<file path="src/rtl/u2da_pkg.sv">
// Package for the unsigned binary to decimal ASCII converter.
// Holds the fixed widths, character constants and the sequencer state type.
// No dependencies.
package u2da_pkg;

  localparam int unsigned DataW     = 32;
  localparam int unsigned NumDigits = 10;
  localparam int unsigned BcdW      = 4 * NumDigits;
  localparam int unsigned CharW     = 6;
  localparam int unsigned CountW    = 4;
  localparam int unsigned IterW     = $clog2(DataW);
  localparam int unsigned OutDataW  = 16;

  localparam logic [CharW-1:0] DigitBase = CharW'(48);

  typedef enum logic [3:0] {
    ST_IDLE  = 4'b0001,
    ST_CONV  = 4'b0010,
    ST_COUNT = 4'b0100,
    ST_EMIT  = 4'b1000
  } state_t;

endpackage

</file>
<file path="src/rtl/unsigned_to_decimal_ascii.sv">
// Operation: a word accepted on the input is converted by shift-add-3 over all 32 bits,
// one bit per cycle through one shared shift/adjust unit, then the count state finds the
// digit count, and the emit state loads the characters into the output word register.
// Output: n = 1..10 characters per value, one character a cycle while m_tready allows;
// a new value is taken only after the last character is loaded. Reset (rst, synchronous):
// sequencer to idle, output word invalid. Depends on u2da_pkg.
module unsigned_to_decimal_ascii
  import u2da_pkg::*;
(
  input  logic                clk,
  input  logic                rst,
  input  logic                s_tvalid,
  output logic                s_tready,
  input  logic [DataW-1:0]    s_tdata,   // [31:0] value
  output logic                m_tvalid,
  input  logic                m_tready,
  output logic [OutDataW-1:0] m_tdata,   // [5:0] ascii_char, [9:6] digit_count, [15:10] zero
  output logic                m_tlast    // is_last
);

  state_t              state, state_next;
  logic [DataW-1:0]    bin;
  logic [BcdW-1:0]     bcd;
  logic [BcdW-1:0]     bcd_adj;
  logic [IterW-1:0]    iter;
  logic [CountW-1:0]   count;
  logic [CountW-1:0]   count_next;
  logic [CountW-1:0]   idx;
  logic [CharW-1:0]    ascii_char;
  logic [CountW-1:0]   digit_count;
  logic                load_out;

  // add-3 on every BCD digit at 5 or above, ahead of the shift
  always_comb begin
    for (int i = 0; i < NumDigits; i++) begin
      if (bcd[4*i +: 4] >= 4'd5) begin
        bcd_adj[4*i +: 4] = bcd[4*i +: 4] + 4'd3;
      end else begin
        bcd_adj[4*i +: 4] = bcd[4*i +: 4];
      end
    end
  end

  // highest non-zero digit sets the count; zero still gives one character
  always_comb begin
    count_next = CountW'(1);
    for (int i = 1; i < NumDigits; i++) begin
      if (bcd[4*i +: 4] != 4'd0) begin
        count_next = CountW'(i + 1);
      end
    end
  end

  assign s_tready = (state == ST_IDLE);
  assign load_out = (state == ST_EMIT) && (!m_tvalid || m_tready);

  always_comb begin
    state_next = state;
    unique case (state)
      ST_IDLE:  if (s_tvalid) state_next = ST_CONV;
      ST_CONV:  if (iter == IterW'(DataW - 1)) state_next = ST_COUNT;
      ST_COUNT: state_next = ST_EMIT;
      ST_EMIT:  if (load_out && idx == '0) state_next = ST_IDLE;
      default:  state_next = ST_IDLE;
    endcase
  end

  always_ff @(posedge clk) begin
    if (rst) begin
      state <= ST_IDLE;
    end else begin
      state <= state_next;
    end
  end

  always_ff @(posedge clk) begin
    unique case (state)
      ST_IDLE: begin
        bin  <= s_tdata;
        bcd  <= '0;
        iter <= '0;
      end
      ST_CONV: begin
        {bcd, bin} <= {bcd_adj[BcdW-2:0], bin, 1'b0};
        iter       <= iter + IterW'(1);
      end
      ST_COUNT: begin
        count <= count_next;
        idx   <= count_next - CountW'(1);
      end
      ST_EMIT: begin
        if (load_out && idx != '0) idx <= idx - CountW'(1);
      end
      default: begin
      end
    endcase
  end

  // output word register
  always_ff @(posedge clk) begin
    if (rst) begin
      m_tvalid <= 1'b0;
    end else if (load_out) begin
      m_tvalid <= 1'b1;
    end else if (m_tready) begin
      m_tvalid <= 1'b0;
    end
  end

  always_ff @(posedge clk) begin
    if (load_out) begin
      ascii_char  <= DigitBase | CharW'(bcd[4*idx +: 4]);
      digit_count <= count;
      m_tlast     <= (idx == '0);
    end
  end

  assign m_tdata = {{(OutDataW - CharW - CountW){1'b0}}, digit_count, ascii_char};

  a_accept_starts_conv: assert property (@(posedge clk) disable iff (rst)
    s_tvalid && s_tready |=> state == ST_CONV)
    else $error("accepted word did not start conversion");

  a_conv_runs_full: assert property (@(posedge clk) disable iff (rst)
    state == ST_CONV && iter != IterW'(DataW - 1) |=> state == ST_CONV)
    else $error("conversion left early");

  a_char_range: assert property (@(posedge clk) disable iff (rst)
    m_tvalid |-> ascii_char >= CharW'(48) && ascii_char <= CharW'(57))
    else $error("character out of digit range");

  a_count_range: assert property (@(posedge clk) disable iff (rst)
    m_tvalid |-> digit_count >= CountW'(1) && digit_count <= CountW'(NumDigits))
    else $error("digit count out of range");

  a_last_ends_run: assert property (@(posedge clk) disable iff (rst)
    load_out && idx == '0 |=> state == ST_IDLE && m_tlast)
    else $error("final character did not close the run");

endmodule

</file>
<file path="config.mk">
export PLATFORM = sky130hd
export DESIGN_NAME = unsigned_to_decimal_ascii
export DESIGN_NICKNAME = d
export VERILOG_FILES = /design/src/rtl/u2da_pkg.sv /design/src/rtl/unsigned_to_decimal_ascii.sv
export SDC_FILE = /design/constraint.sdc
export NUM_CORES = 1
export LEC_CHECK = 0
export ABC_CLOCK_PERIOD_IN_PS = 2950
export BUFFER_PORTS_ARGS = -buffer_cell sky130_fd_sc_hd__buf_2
export CORE_MARGIN = 5
export CORE_UTILIZATION = 45
export CTS_CLUSTER_SIZE = 24
export DETAILED_ROUTE_END_ITERATION = 12
export GPL_TIMING_DRIVEN = 0
export HOLD_SLACK_MARGIN = 0.08
export PLACE_DENSITY = 0.77
export SLEW_MARGIN = 10
export SYNTH_ARGS = -nofsm -noshare
export SYNTH_HDL_FRONTEND = slang
export SYNTH_SLANG_ARGS = --single-unit
</file>
<file path="constraint.sdc">
create_clock -name clk -period 2.95 [get_ports clk]
set_input_delay 0.1475 -clock clk [delete_from_list [all_inputs] [get_ports clk]]
set_output_delay 0.1475 -clock clk [all_outputs]
set_load 0.03 [all_outputs]
</file>
==> results of run 1 <==
==> synthesized netlist by cell type, types with 2 or more instances <==
cell,count
sky130_fd_sc_hd__mux4_2,8
sky130_fd_sc_hd__mux2i_1,9
sky130_fd_sc_hd__xor2_1,11
sky130_fd_sc_hd__conb_1,2
sky130_fd_sc_hd__nor2_1,53
sky130_fd_sc_hd__or3b_1,2
sky130_fd_sc_hd__nand2_1,121
sky130_fd_sc_hd__dfxtp_1,5
sky130_fd_sc_hd__o22ai_1,4
sky130_fd_sc_hd__clkbuf_1,11
sky130_fd_sc_hd__xnor2_1,12
sky130_fd_sc_hd__and3_1,2
sky130_fd_sc_hd__a21oi_1,34
sky130_fd_sc_hd__o21ai_0,9
sky130_fd_sc_hd__edfxtp_1,94
sky130_fd_sc_hd__o211ai_1,2
sky130_fd_sc_hd__nand3_1,2
sky130_fd_sc_hd__buf_2,4
sky130_fd_sc_hd__nand3b_1,2
sky130_fd_sc_hd__nor3b_1,6
sky130_fd_sc_hd__buf_4,8
sky130_fd_sc_hd__nor3b_2,2
sky130_fd_sc_hd__ha_1,25
sky130_fd_sc_hd__and2_1,4
sky130_fd_sc_hd__nor4b_1,2
sky130_fd_sc_hd__nor3_1,9
sky130_fd_sc_hd__inv_1,24
sky130_fd_sc_hd__nand2b_1,13
==> path summary, 6_finish.rpt <==
| path | from | end | slack, ns |
|---|---|---|---|
| min | s_tdata[5] | bin[5] | 0.08 |
| max | bcd[16] | idx[2] | 0.29 |
| min reg2reg | count[1] | digit_count[1] | 0.42 |
| max reg2reg | bcd[16] | idx[2] | 0.29 |
==> per-layer routing <==
metal	vias to the layer above	track usage	routed length (um)
met3	19	0.0506	685
met4	0	0.0545	189
met1	1830	0.196	4620
li1	1872	-	-
met2	112	0.271	5440
met5	-	0	0
==> through the flow <==
step	TNS, ns	power, W	util	setup WS, ns
final	0	0.00386	0.555	0.290
after global routing	0	0.00405	0.555	0.140
after CTS	0	0.00388	0.555	0.303
after detailed placement	0	0.00259	0.500	0.341
after global placement	-85.15	0.00255	0.497	-1.09
after floorplan	0	0.00240	-	0.0255
==> placed cells by master (no fill, tap or decap), types with 2 or more instances in the layout <==
| master | instances |
|---|---|
| sky130_fd_sc_hd__a21oi_1 | 34 |
| sky130_fd_sc_hd__and2_1 | 4 |
| sky130_fd_sc_hd__and3_1 | 2 |
| sky130_fd_sc_hd__buf_2 | 50 |
| sky130_fd_sc_hd__buf_4 | 8 |
| sky130_fd_sc_hd__bufinv_16 | 2 |
| sky130_fd_sc_hd__clkbuf_1 | 11 |
| sky130_fd_sc_hd__clkbuf_16 | 9 |
| sky130_fd_sc_hd__clkinv_1 | 2 |
| sky130_fd_sc_hd__conb_1 | 8 |
| sky130_fd_sc_hd__dfxtp_1 | 5 |
| sky130_fd_sc_hd__dlygate4sd3_1 | 31 |
| sky130_fd_sc_hd__edfxtp_1 | 94 |
| sky130_fd_sc_hd__ha_1 | 25 |
| sky130_fd_sc_hd__inv_1 | 24 |
| sky130_fd_sc_hd__mux2i_1 | 9 |
| sky130_fd_sc_hd__mux4_2 | 8 |
| sky130_fd_sc_hd__nand2_1 | 120 |
| sky130_fd_sc_hd__nand2b_1 | 13 |
| sky130_fd_sc_hd__nand3_1 | 2 |
| sky130_fd_sc_hd__nand3b_1 | 2 |
| sky130_fd_sc_hd__nor2_1 | 53 |
| sky130_fd_sc_hd__nor3_1 | 9 |
| sky130_fd_sc_hd__nor3b_1 | 6 |
| sky130_fd_sc_hd__nor3b_2 | 2 |
| sky130_fd_sc_hd__nor4b_2 | 2 |
| sky130_fd_sc_hd__o211ai_1 | 2 |
| sky130_fd_sc_hd__o21ai_0 | 9 |
| sky130_fd_sc_hd__o22ai_1 | 4 |
| sky130_fd_sc_hd__or3b_1 | 2 |
| sky130_fd_sc_hd__xnor2_1 | 12 |
| sky130_fd_sc_hd__xor2_1 | 11 |
==> registers in the layout, indices dropped and copies added (netlist names) <==
signal	count
state	4
count	4
bin	32
iter	5
idx	4
m_tlast	1
bcd	40
digit_count	4
m_tvalid	1
ascii_char	4
==> layout make-up <==
class | count | area [um2] | area share
Tap cell | 143 | 179 | 0.0281
Clock inverter | 7 | 90.1 | 0.0142
Timing Repair Buffer | 78 | 568 | 0.0892
Multi-Input combinational cell | 353 | 2160 | 0.339
Inverter | 24 | 90.1 | 0.0142
Buffer | 24 | 133 | 0.0208
Clock buffer | 9 | 225 | 0.0354
Sequential cell | 99 | 2920 | 0.459
==> worst max-delay path, cell delays in order (launching register included) <==
cell and delay, ns:
sky130_fd_sc_hd__edfxtp_1 0.47, sky130_fd_sc_hd__inv_1 0.14, sky130_fd_sc_hd__ha_1 0.22, sky130_fd_sc_hd__nor3b_1 0.47, sky130_fd_sc_hd__nand2b_1 0.18, sky130_fd_sc_hd__a31oi_1 0.09, sky130_fd_sc_hd__o21ai_1 0.19, sky130_fd_sc_hd__inv_1 0.09
sky130_fd_sc_hd__a21boi_0 0.26, sky130_fd_sc_hd__ha_1 0.22, sky130_fd_sc_hd__xnor2_1 0.09
==> report_power, final <==
group	switching [W]	internal, W	total (W)
Sequential	0.000136	0.00175	0.00188
Combinational	0.000410	0.000309	0.000719
Clock	0.000517	0.000740	0.00126
==> cell families (layout without fill, tap and decap cells) <==
family                     after synthesis  after routing  synth area share
muxes                                   18             18            0.0556
AOI/OAI and AO/OA                       57             57            0.0613
buffers and inverters                   48            142            0.0423
DFF                                     99             99             0.555
other                                    2              8           0.00143
xor gates and xnor gates                23             23            0.0382
and+or+nand+nor                        222            222             0.187
adders and majority gates               25             25            0.0594
==> results, run 1 <==
- Data arrives at the worst endpoint at approximately 2.8 ns.
- The number of buffers on the longest clock path is 2.
- The HPWL after detailed placement is 7510 um.
- The number of antenna violations at the first check in global routing was 0.
- The via count of the first global-routing pass is 3867.
- The flow ran to the end, and the final reports show no timing, DRC or antenna violations.
- In this run, CTS created clock tree buffers numbering 9.
- The type of element capturing the critical path is a flip-flop.
- In this run the worst hold path is classified as in -> reg.
- The number of placed I/O pins is 55.
- The number of design rule violations left after detail routing is 0.
- The count of nets after finishing is 650.
- The first global-routing pass estimated about 18000 um of wire.
- The final critical-path required period is 2.66 ns.
- The warning count from the yosys run is 0.
- The finished cells cover 0.00637 mm2.
- The count of flip-flops with a built-in enable after synthesis is 94.
- The required time reported for the critical path endpoint is 3.05 ns.
- The number of setup buffers added after CTS is 0.
- The main flop type after synthesis is sky130_fd_sc_hd__edfxtp_1.
- Synthesis produced a netlist whose cell count is 494.
- Of the post-synthesis cell area, the dominant cell type holds 0.536.
- The core outline area is 0.0115 mm2.
- The share of the Yosys chip area taken by registers is 0.555.
- The root buffer cell chosen for the clock tree is sky130_fd_sc_hd__clkbuf_16.
- The number of port buffers is 46.
- The floorplan die height is 118 um.
- In the finished design, the share of the clock period the worst path needs comes to 0.902.
- The worst register-to-register path has a depth of 10.
- The later-pin clock latency in the skew report is 0.35 ns.
- The maximum number of pins on one net before global-route repair is 48.
- The via count of the routed design is around 3800.
- By area the synthesized netlist is led by sky130_fd_sc_hd__edfxtp_1, sky130_fd_sc_hd__nand2_1, sky130_fd_sc_hd__ha_1.
- The clock arrives with 0.00936 ns of skew.
- The iteration-0 DRC count of the detailed router is 196.
- Once layout is complete, the cells apart from fillers number 737.
- The worst-path maximum fanout is 4.
- Setup repair after global routing left no endpoint under its margin.
- The final estimated routing congestion in global placement is 0.864.
- TritonCTS built the clock tree.
- The number of cells traversed by the worst hold path is 3.
- The initial standard-cell utilization of the core is 0.459.
- The first detailed-routing pass ran for 5 iterations.
- Counting flops and latches in the post-synthesis netlist gives 99.
- The achievable clock frequency is around 0.38 GHz.
- The overall fraction of global-route tracks in use is 0.161.
- Of the cells placed in the final design, the portion with a size suffix greater than 1 is 0.152.
- In this run the static leakage power is 2.60 nW.
- The combined area of all synthesized cells is 0.00527 mm2.
- Headroom to the max-slew limit came out at 0.398.
- The number of antenna diodes in the final layout is 0.
- The die is approximately 120 um wide.
- The final count of pins violating max slew was 0.
- After clock tree synthesis, the flow added hold-fix buffers numbering 31.
- After synthesis, the mean cell area works out to 10.7 um2.
- For the pin with the worst max-slew slack, the measured transition is ~0.9 ns.
- The H-tree was split into 3 levels.
- The total power per unit cell area is 606 mW/mm2.
- The type of the worst setup path is reg -> reg.
- Setup violations remaining at the end of the flow were counted as 0.
- After clock tree synthesis, the clock-pin slew on the worst setup and hold paths is roughly 0.070 ns.
- The number of gates resized after cts is 0.
- After detailed routing, the number of vias per cell comes to between 5 and 6.
- The worst setup path is launched from a flip-flop.
- Summed over all layers, the global routing overflow is 0.
- Across the run, the number of max-cap violations was 0.
- IR analysis of the VDD net gives a maximum drop of 0.386 mV.
- The distinct cell type count after synthesis is 42.
- The largest total area in the synthesized netlist belongs to sky130_fd_sc_hd__edfxtp_1.
- The number of hold violations in the final report is 0.
- Counting every sink on the clock net gives between 90 and 100.
- The floorplan die area is 0.0140 mm2.
- The worst hold slack after final layout is 0.0848 ns.
- The total routed wirelength is 10900 um.
- The count of nets left with antenna violations after detail routing is 0.
- The filler cells instantiated in the layout total 927.
- The instance area after placement is 0.00573 mm2.
- The area growth from synthesis to layout is 20.9%.
- In the final routed layout, each cell accounts on average for 14.8 um.
- Of all flip-flops after synthesis, the portion carrying an async set or reset was 0.
- In this run the core area contains 39 standard-cell rows.
- After detailed placement, the design holds a cell count of 690.
No activity file was read; power rests on OpenSTA's default activity.
==> inputs of run 2 (changes only) <==
--- a/config.mk
+++ b/config.mk
@@ -5,16 +5,17 @@
 export SDC_FILE = /design/constraint.sdc
 export NUM_CORES = 1
 export LEC_CHECK = 0
+export ABC_AREA = 1
 export ABC_CLOCK_PERIOD_IN_PS = 2950
 export BUFFER_PORTS_ARGS = -buffer_cell sky130_fd_sc_hd__buf_2
 export CORE_MARGIN = 5
-export CORE_UTILIZATION = 45
+export CORE_UTILIZATION = 41
 export CTS_CLUSTER_SIZE = 24
 export DETAILED_ROUTE_END_ITERATION = 12
 export GPL_TIMING_DRIVEN = 0
 export HOLD_SLACK_MARGIN = 0.08
-export PLACE_DENSITY = 0.77
-export SLEW_MARGIN = 10
+export PLACE_DENSITY = 0.72
+export SLEW_MARGIN = 20
 export SYNTH_ARGS = -nofsm -noshare
 export SYNTH_HDL_FRONTEND = slang
 export SYNTH_SLANG_ARGS = --single-unit
==> results, run 2 <==
- The worst setup path is captured at a flip-flop.
- The synthesis-to-layout area growth is 20.4%.
- The number of violations of the max-capacitance limit is 0 (unchanged).
- The number of gates resized after cts is 0 (unchanged).
- After synthesis, the largest family of logic cells by area is simple AND/OR/NAND/NOR gates.
- The worst-path maximum fanout is 4 (unchanged).
- By area the synthesized netlist is led by sky130_fd_sc_hd__edfxtp_1, sky130_fd_sc_hd__nand2_1, sky130_fd_sc_hd__ha_1.
- The final count of pins violating max slew is 0 (unchanged).
- The clock-pin slew on the worst setup and hold paths is 0.07 ns (about the same).
- The worst reg-to-reg path cell count is 14 (+4).
- The synthesized flop and latch total is 99 (unchanged).
- The final cell utilization of the core is 0.507 (-0.0481).
- The number of cells traversed by the worst hold path is 3 (unchanged).
- The maximum number of pins on one net before global-route repair is 45 (-6.3%).
- For hold timing, the worst endpoint is bin[15].
- The largest vdd supply drop is 0.423 mV (+9.4%).
- The floorplan die area is 0.0155 mm2 (+11%).
- The count of nets left with antenna violations after detail routing came to 0 (unchanged).
- The worst min-delay path startpoint is s_tdata[15].
- The iteration-0 DRC count of the detailed router is 250 (+28%).
- The count of flip-flops with a built-in enable after synthesis is 94 (unchanged).
- In the post-synthesis netlist, the cell with the most instances is sky130_fd_sc_hd__nand2_1.
- The combined area of all synthesized cells is 0.00536 mm2 (+1.7%).
- The via count of the first global-routing pass came to 4164 (+7.7%).
- The floorplan die height came to 124 um (+5.2%).
- The average instance area after synthesis is 9.02 um2 (-15%).
- The initial standard-cell utilization of the core came to 0.421 (-0.0382).
- The distinct cell type count after synthesis is 31 (-26%).
- The number of vias per cell after detailed routing is 4.82 (-7.3%).
- The area share of the largest cell type after synthesis is 0.527 (-0.00901).
- The endpoint identified for the worst register-to-register timing path is idx[2].
- The simple-gate share of the synthesized area is 0.181 (-0.00618).
- The pre-CTS setup slack is 0.751 ns (+0.410 ns).
- The type of origin of the critical path is a flip-flop.
- The main flop type after synthesis is sky130_fd_sc_hd__edfxtp_1.
- The achievable clock frequency is 0.452 GHz (+20%).
- The post-synthesis adder-cell area fraction is 0.0584 (-0.000998).
- The final antenna diode count is 0 (unchanged).
- The number of cells produced by synthesis is 594 (+20%).
- The warning count from the yosys run was 0 (unchanged).
- The internal reg-to-reg setup slack was 0.74 ns (+0.45 ns).
- The leakage power summed over all cells is 2.82 nW (+8.6%).
- The number of placed I/O pins was 55 (unchanged).
- The number of hold violations in the final report came to 0 (unchanged).
- The worst slew slack as a fraction of its limit is 0.547 (+0.149).
- The most common cell after layout, fill and taps aside is sky130_fd_sc_hd__nand2_1.
- The proportion of register bits with asynchronous set or reset after synthesis is 0 (unchanged).
- The number of design rule violations left after detail routing is 0 (unchanged).
- TritonCTS built the clock tree.
- The worst setup path is of the reg -> reg kind.
- The TritonCTS sink count was 99 (unchanged).
- The number of antenna violations at the first check in global routing was 0 (unchanged).
- The path type of the worst min-delay path is in -> reg.
- The aggregate global routing overflow was 0 (unchanged).
- The post-synthesis compound-gate area fraction was 0.118 (+0.0571).
- The clock skew is 0.00831 ns (-0.00105 ns).
- The total setup violations reported at the end of the flow was 0 (unchanged).
- The via count of the routed design was 4171 (+8.8%).
- In the layout the commonest cells are sky130_fd_sc_hd__nand2_1, sky130_fd_sc_hd__edfxtp_1, sky130_fd_sc_hd__inv_1, sky130_fd_sc_hd__o21ai_0, sky130_fd_sc_hd__buf_2.
- The CTS buffer count was 9 (unchanged).
- The run finished with clean final reports.
- The final HPWL from detailed placement was 7750 um (+3.2%).
- The largest registers in the layout are bcd (40), bin (32), iter (5).
- The post-synthesis cell type with the largest combined area is sky130_fd_sc_hd__edfxtp_1.
- Setup repair after global routing left no endpoint under its margin.
- The number of standard-cell rows in the floorplan is 41 (+5.1%).
- The share of synthesized area spent on multiplexers is 0 (-0.0556).
- The overall fraction of global-route tracks in use is 0.147 (-0.0136).
- The total power per unit cell area is 617 mW/mm2 (+1.8%).
- The share of synthesized area occupied by flip-flops and latches is 0.546 (-0.00933).
- The final critical-path required period is 2.21 ns (-0.449 ns).
- The critical register-to-register path startpoint is bcd[4].
- The total routed wirelength is 11100 um (+1.7%).
- The H-tree level count is 3 (unchanged).
- The arrival time of the worst setup path is 2.32 ns (-0.44 ns).
- The final estimated routing congestion in global placement is 0.902 (+4.3%).
- The final cycle utilization of the critical path is 0.749 (-0.152).
- The die outline width is 124 um (+5.2%).
- The commonest cells after synthesis are sky130_fd_sc_hd__nand2_1, sky130_fd_sc_hd__edfxtp_1, sky130_fd_sc_hd__inv_1.
- The largest register by flop count is bcd.
- The required time reported for the critical path endpoint is 3.06 ns (about the same).
- The wire length of the first global-routing pass is 18900 um (+3.3%).
- The number of buffers on the longest clock path is 2 (unchanged).
- The first-pass detailed-route iteration total is 5 (unchanged).
- The number of port buffers is 46 (unchanged).
- The fraction of layout instances using a drive strength above 1 is 0.137 (-0.0144).
- The flip-flop count of the largest register, all copies and words added is 40 (unchanged).
- The transition time at the pin with the least slew margin is 0.678 ns (-0.223 ns).
- The routed wirelength normalized by instance count is 12.9 um (-13%).
- The XOR/XNOR share of the synthesized area is 0.0163 (-0.0219).
- The count of nets after finishing is 749 (+15%).
- The core outline area was 0.0127 mm2 (+11%).
- The clock root buffer is sky130_fd_sc_hd__clkbuf_16.
- The later-pin clock latency in the skew report came to 0.36 ns (about the same).
- The post-route worst setup slack is 0.739 ns (+0.449 ns).
## run 2: cell count changes in the layout (fill, tap and decap cells not counted), sizes merged, moves of 6 or more
cell,previous run,this run
inv,25,78
a211oi,0,6
nand3,2,13
xnor2,12,0
mux2i,10,0
a21oi,34,45
o21ai,10,59
nand2b,13,0
nor3b,8,1
mux4,8,0
nand2,121,158
## run 2: cell type report
class | count | area (um2)
multi-input cells | 399 | 2040
clock inverters | 4 | 53.8
inverters | 78 | 293
flip-flops and latches | 99 | 2920
fillers | 1211 | 6270
clock buffers | 12 | 236
plain buffers | 24 | 131
well taps | 172 | 215
repair buffers | 77 | 558
## run 2: worst max-delay path: stages, from the launching register on
cell and delay (ns):
sky130_fd_sc_hd__edfxtp_1 0.41, sky130_fd_sc_hd__inv_1 0.13, sky130_fd_sc_hd__ha_1 0.23, sky130_fd_sc_hd__nand3_1 0.11
sky130_fd_sc_hd__nand2_1 0.08, sky130_fd_sc_hd__nand2_1 0.05, sky130_fd_sc_hd__nand2_1 0.05, sky130_fd_sc_hd__nand2_1 0.05
sky130_fd_sc_hd__nand2_1 0.05, sky130_fd_sc_hd__nand2_1 0.05, sky130_fd_sc_hd__nand2_1 0.07, sky130_fd_sc_hd__nand3_1 0.12
sky130_fd_sc_hd__and2_1 0.19, sky130_fd_sc_hd__ha_1 0.20, sky130_fd_sc_hd__xor2_1 0.16
## run 2: report_power, final
part / total [W] / internal [W] / switching, W / leakage (nW)
Sequential: 0.00195 / 0.00181 / 0.000139 / 0.996
Clock: 0.00117 / 0.000660 / 0.000513 / 0.133
Combinational: 0.000856 / 0.000301 / 0.000555 / 1.70
## run 2: metal layers
| layer | vias up | track usage | part of all wire |
|---|---|---|---|
| met4 | 0 | 0.0471 | 0.016 |
| li1 | 2146 | - | - |
| met2 | 118 | 0.247 | 0.47 |
| met1 | 1889 | 0.187 | 0.46 |
| met3 | 18 | 0.0360 | 0.057 |
| met5 | - | 0 | 0 |
## run 2: cells by family (layout without fill, tap and decap cells)
kind of cell / count (synthesis) / count (layout)
AO/OA/AOI/OAI: 118 / 118
flip-flops: 99 / 99
other: 2 / 8
XOR/XNOR: 10 / 10
buffers and inverters: 102 / 195
adder cells (fa/ha/maj): 25 / 25
AND/OR/NAND/NOR: 238 / 238
## run 2: stage by stage
step | instances | hold slack, ns | instance area [um2] | setup TNS (ns) | power, W
after global routing | 865 | 0.0851 | 6450 | 0 | 0.00421
final | 865 | 0.0752 | 6450 | 0 | 0.00398
after CTS | 865 | 0.0845 | 6450 | 0 | 0.00400
after detailed placement | 819 | 0.374 | 5860 | 0 | 0.00280
after global placement | 818 | 0.377 | 5830 | -65.03 | 0.00275
after floorplan | 600 | 0.217 | 5380 | 0 | 0.00256
## run 2: what timing repair did
action / in CTS / in global routing
setup buffers: 0 / 0
endpoints found under the hold margin: 33 / 0
hold buffers: 30 / 0
## run 2: how the worst max path moves through the flow
stage	start	end	slack (ns)	depth (start not counted)
detailed placement	bcd[4]	idx[2]	0.75	14
floorplan	state[2]	bcd[0]	0.17	4
global route	bcd[12]	idx[2]	0.59	14
global placement	state[3]	bin[24]	-0.84	4
CTS	bcd[4]	idx[2]	0.75	14
finish	bcd[4]	idx[2]	0.74	14
==> inputs of run 3 (changes only) <==
--- a/config.mk
+++ b/config.mk
@@ -6,7 +6,7 @@
 export NUM_CORES = 1
 export LEC_CHECK = 0
 export ABC_AREA = 1
-export ABC_CLOCK_PERIOD_IN_PS = 2950
+export ABC_CLOCK_PERIOD_IN_PS = 2200
 export BUFFER_PORTS_ARGS = -buffer_cell sky130_fd_sc_hd__buf_2
 export CORE_MARGIN = 5
 export CORE_UTILIZATION = 41
@@ -14,7 +14,7 @@
 export DETAILED_ROUTE_END_ITERATION = 12
 export GPL_TIMING_DRIVEN = 0
 export HOLD_SLACK_MARGIN = 0.08
-export PLACE_DENSITY = 0.72
+export PLACE_DENSITY = 0.7
 export SLEW_MARGIN = 20
 export SYNTH_ARGS = -nofsm -noshare
 export SYNTH_HDL_FRONTEND = slang
==> constraint.sdc (replaced) <==
create_clock -name clk -period 2.2 [get_ports clk]
set_input_delay 0.11 -clock clk [delete_from_list [all_inputs] [get_ports clk]]
set_output_delay 0.11 -clock clk [all_outputs]
set_load 0.03 [all_outputs]
==> results, run 3 (synthesis gave the netlist of run 2 again) <==
- The clock-pin slew on the worst setup and hold paths is 0.07 ns (about the same).
- The synthesis-to-layout area growth is 22.9%.
- The arrival time of the worst setup path was 2.16 ns (-0.16 ns).
- The worst slew slack as a fraction of its limit was 0.512 (-0.0349).
- The type of element capturing the critical path is a flip-flop.
- The worst-path maximum fanout came to 4 (unchanged).
- The fraction of layout instances using a drive strength above 1 is 0.164 (+0.0270).
- The worst setup path is of the reg -> reg kind.
- The clock skew was 0.00954 ns (+0.00123 ns).
- The number of vias per cell after detailed routing is 4.92 (+2.1%).
- The final HPWL from detailed placement was 7990 um (+3.2%).
- The later-pin clock latency in the skew report is 0.35 ns (about the same).
- The number of port buffers is 46 (unchanged).
- The overall fraction of global-route tracks in use is 0.150 (+0.00304).
- The total power per unit cell area was 843 mW/mm2 (+37%).
- The achievable clock frequency is 0.486 GHz (+7.4%).
- The number of placed I/O pins came to 55 (unchanged).
- The flow ran to the end, and the final reports show no timing, DRC or antenna violations.
- The floorplan die area is 0.0155 mm2 (unchanged).
- The floorplan die height is 124 um (unchanged).
- In this run the most critical hold path is launched from s_tdata[1].
- The post-route worst setup slack was 0.141 ns (-0.598 ns).
- The largest vdd supply drop came to 0.685 mV (+62%).
- The worst hold slack after final layout is 0.0847 ns (+0.00955 ns).
- The required time reported for the critical path endpoint is 2.30 ns (-0.76 ns).
- The post-route non-filler standard cell count is 873 (+0.92%).
- The count of nets after finishing is 758 (+1.2%).
- The transition time at the pin with the least slew margin is 0.730 ns (+0.0522 ns).
- The wire length of the first global-routing pass is 19100 um (+1.4%).
- The final count of pins violating max slew was 0 (unchanged).
- The via count of the first global-routing pass was 4156 (-0.19%).
- The flip-flop count of the largest register, all copies and words added is 40 (unchanged).
- The final antenna diode count was 0 (unchanged).
- The count of nets left with antenna violations after detail routing is 0 (unchanged).
- The final critical-path required period came to 2.06 ns (-0.152 ns).
- The first-pass detailed-route iteration total is 7 (+2).
- The final estimated routing congestion in global placement is 0.902 (unchanged).
- The aggregate global routing overflow is 0 (unchanged).
- The leakage power summed over all cells is 2.89 nW (+2.2%).
- The final cycle utilization of the critical path was 0.936 (+0.186).
- The number of design rule violations left after detail routing is 0 (unchanged).
- The number of hold violations in the final report is 0 (unchanged).
- The CTS buffer count is 9 (unchanged).
- The worst register-to-register path begins at bcd[20].
- The number of buffers on the longest clock path is 2 (unchanged).
- The die outline width is 124 um (unchanged).
- The pre-CTS setup slack came to 0.00794 ns (-0.743 ns).
- The total setup violations reported at the end of the flow is 0 (unchanged).
- TritonCTS built the clock tree.
- The largest registers in the layout are bcd (40), bin (32), iter (5).
- The initial standard-cell utilization of the core is 0.421 (unchanged).
- The total instance count after detailed placement was 819 (unchanged).
- The number of antenna violations at the first check in global routing is 0 (unchanged).
- The worst hold path belongs to the class in -> reg.
- CTS placed an instance of sky130_fd_sc_hd__clkbuf_16 at the clock tree root.
- In the layout the commonest cells are sky130_fd_sc_hd__nand2_1, sky130_fd_sc_hd__edfxtp_1, sky130_fd_sc_hd__inv_1, sky130_fd_sc_hd__o21ai_0, sky130_fd_sc_hd__buf_2.
- The H-tree level count is 3 (unchanged).
- Setup repair after global routing left no endpoint under its margin.
- The number of standard-cell rows in the floorplan is 41 (unchanged).
- The total routed wirelength was 11600 um (+4.7%).
- The core outline area is 0.0127 mm2 (unchanged).
- The via count of the routed design is 4296 (+3.0%).
- The TritonCTS sink count is 99 (unchanged).
- The routed wirelength normalized by instance count was 13.3 um (+3.7%).
- The maximum number of pins on one net before global-route repair is 59 (+31%).
- The most common cell after layout, fill and taps aside is sky130_fd_sc_hd__nand2_1.
- The number of violations of the max-capacitance limit came to 0 (unchanged).
- The iteration-0 DRC count of the detailed router came to 320 (+28%).
- The largest register by flop count is bcd.
- The startpoint of the worst setup timing path is bcd[20].
- The worst setup path is launched from a flip-flop.
==> run 3: path summary, 6_finish.rpt <==
check	endpoint	slack (ns)	cells past startpoint
max	idx[2]	0.14	12
max reg2reg	idx[2]	0.14	12
min	bin[1]	0.08	3
min reg2reg	digit_count[1]	0.42	0
==> run 3: power breakdown <==
group / internal, W / leakage (nW) / switching (W)
registers: 0.00243 / 0.996 / 0.000191
logic: 0.000446 / 1.74 / 0.000775
clock network: 0.000995 / 0.152 / 0.000714
==> run 3: repair_timing <==
| item | 4_1_cts | 5_1_grt |
|---|---|---|
| hold buffers | 33 | 0 |
| gates resized for setup | 0 | 13 |
| endpoints found under the hold margin | 36 | 0 |
| endpoints found under the setup margin | 0 | 2 |
| setup buffers | 0 | 6 |
==> run 3: area by class of cell <==
cell class,count,area [um2]
Tap cell,172,215
Multi-Input combinational cell,399,2070
Clock inverter,6,90.1
Clock buffer,9,225
Timing Repair Buffer,86,633
Inverter,78,293
Buffer,24,131
Fill cell,1159,6140
Sequential cell,99,2920
==> run 3: per-stage QoR <==
| step | power (W) | area [um2] | setup TNS (ns) | util |
|---|---|---|---|---|
| 2_1_floorplan | 0.00343 | 5380 | 0 | - |
| 3_3_place_gp | 0.00367 | 5830 | -30.55 | 0.458 |
| 3_5_place_dp | 0.00376 | 5860 | 0 | 0.461 |
| 4_1_cts | 0.00549 | 6510 | 0 | 0.511 |
| 5_1_grt | 0.00584 | 6580 | 0 | 0.518 |
| 6_report | 0.00555 | 6580 | 0 | 0.518 |
==> run 3: critical path, stage by stage (launching register included) <==
cell and delay [ns]:
sky130_fd_sc_hd__edfxtp_1 0.44, sky130_fd_sc_hd__inv_1 0.14, sky130_fd_sc_hd__ha_1 0.22, sky130_fd_sc_hd__nand2_1 0.12, sky130_fd_sc_hd__inv_1 0.06, sky130_fd_sc_hd__nand2_1 0.05
sky130_fd_sc_hd__nand2_1 0.05, sky130_fd_sc_hd__nand2_1 0.04, sky130_fd_sc_hd__nand2_1 0.09, sky130_fd_sc_hd__nand3_2 0.10, sky130_fd_sc_hd__and2_4 0.16, sky130_fd_sc_hd__ha_1 0.18
sky130_fd_sc_hd__xor2_1 0.15
==> run 3: routing by layer <==
| layer | track usage | vias up | part of all wire |
|---|---|---|---|
| li1 | - | 2157 | - |
| met1 | 0.183 | 1989 | 0.44 |
| met2 | 0.256 | 131 | 0.49 |
| met3 | 0.0364 | 19 | 0.056 |
| met4 | 0.0587 | 0 | 0.019 |
| met5 | 0 | - | 0 |
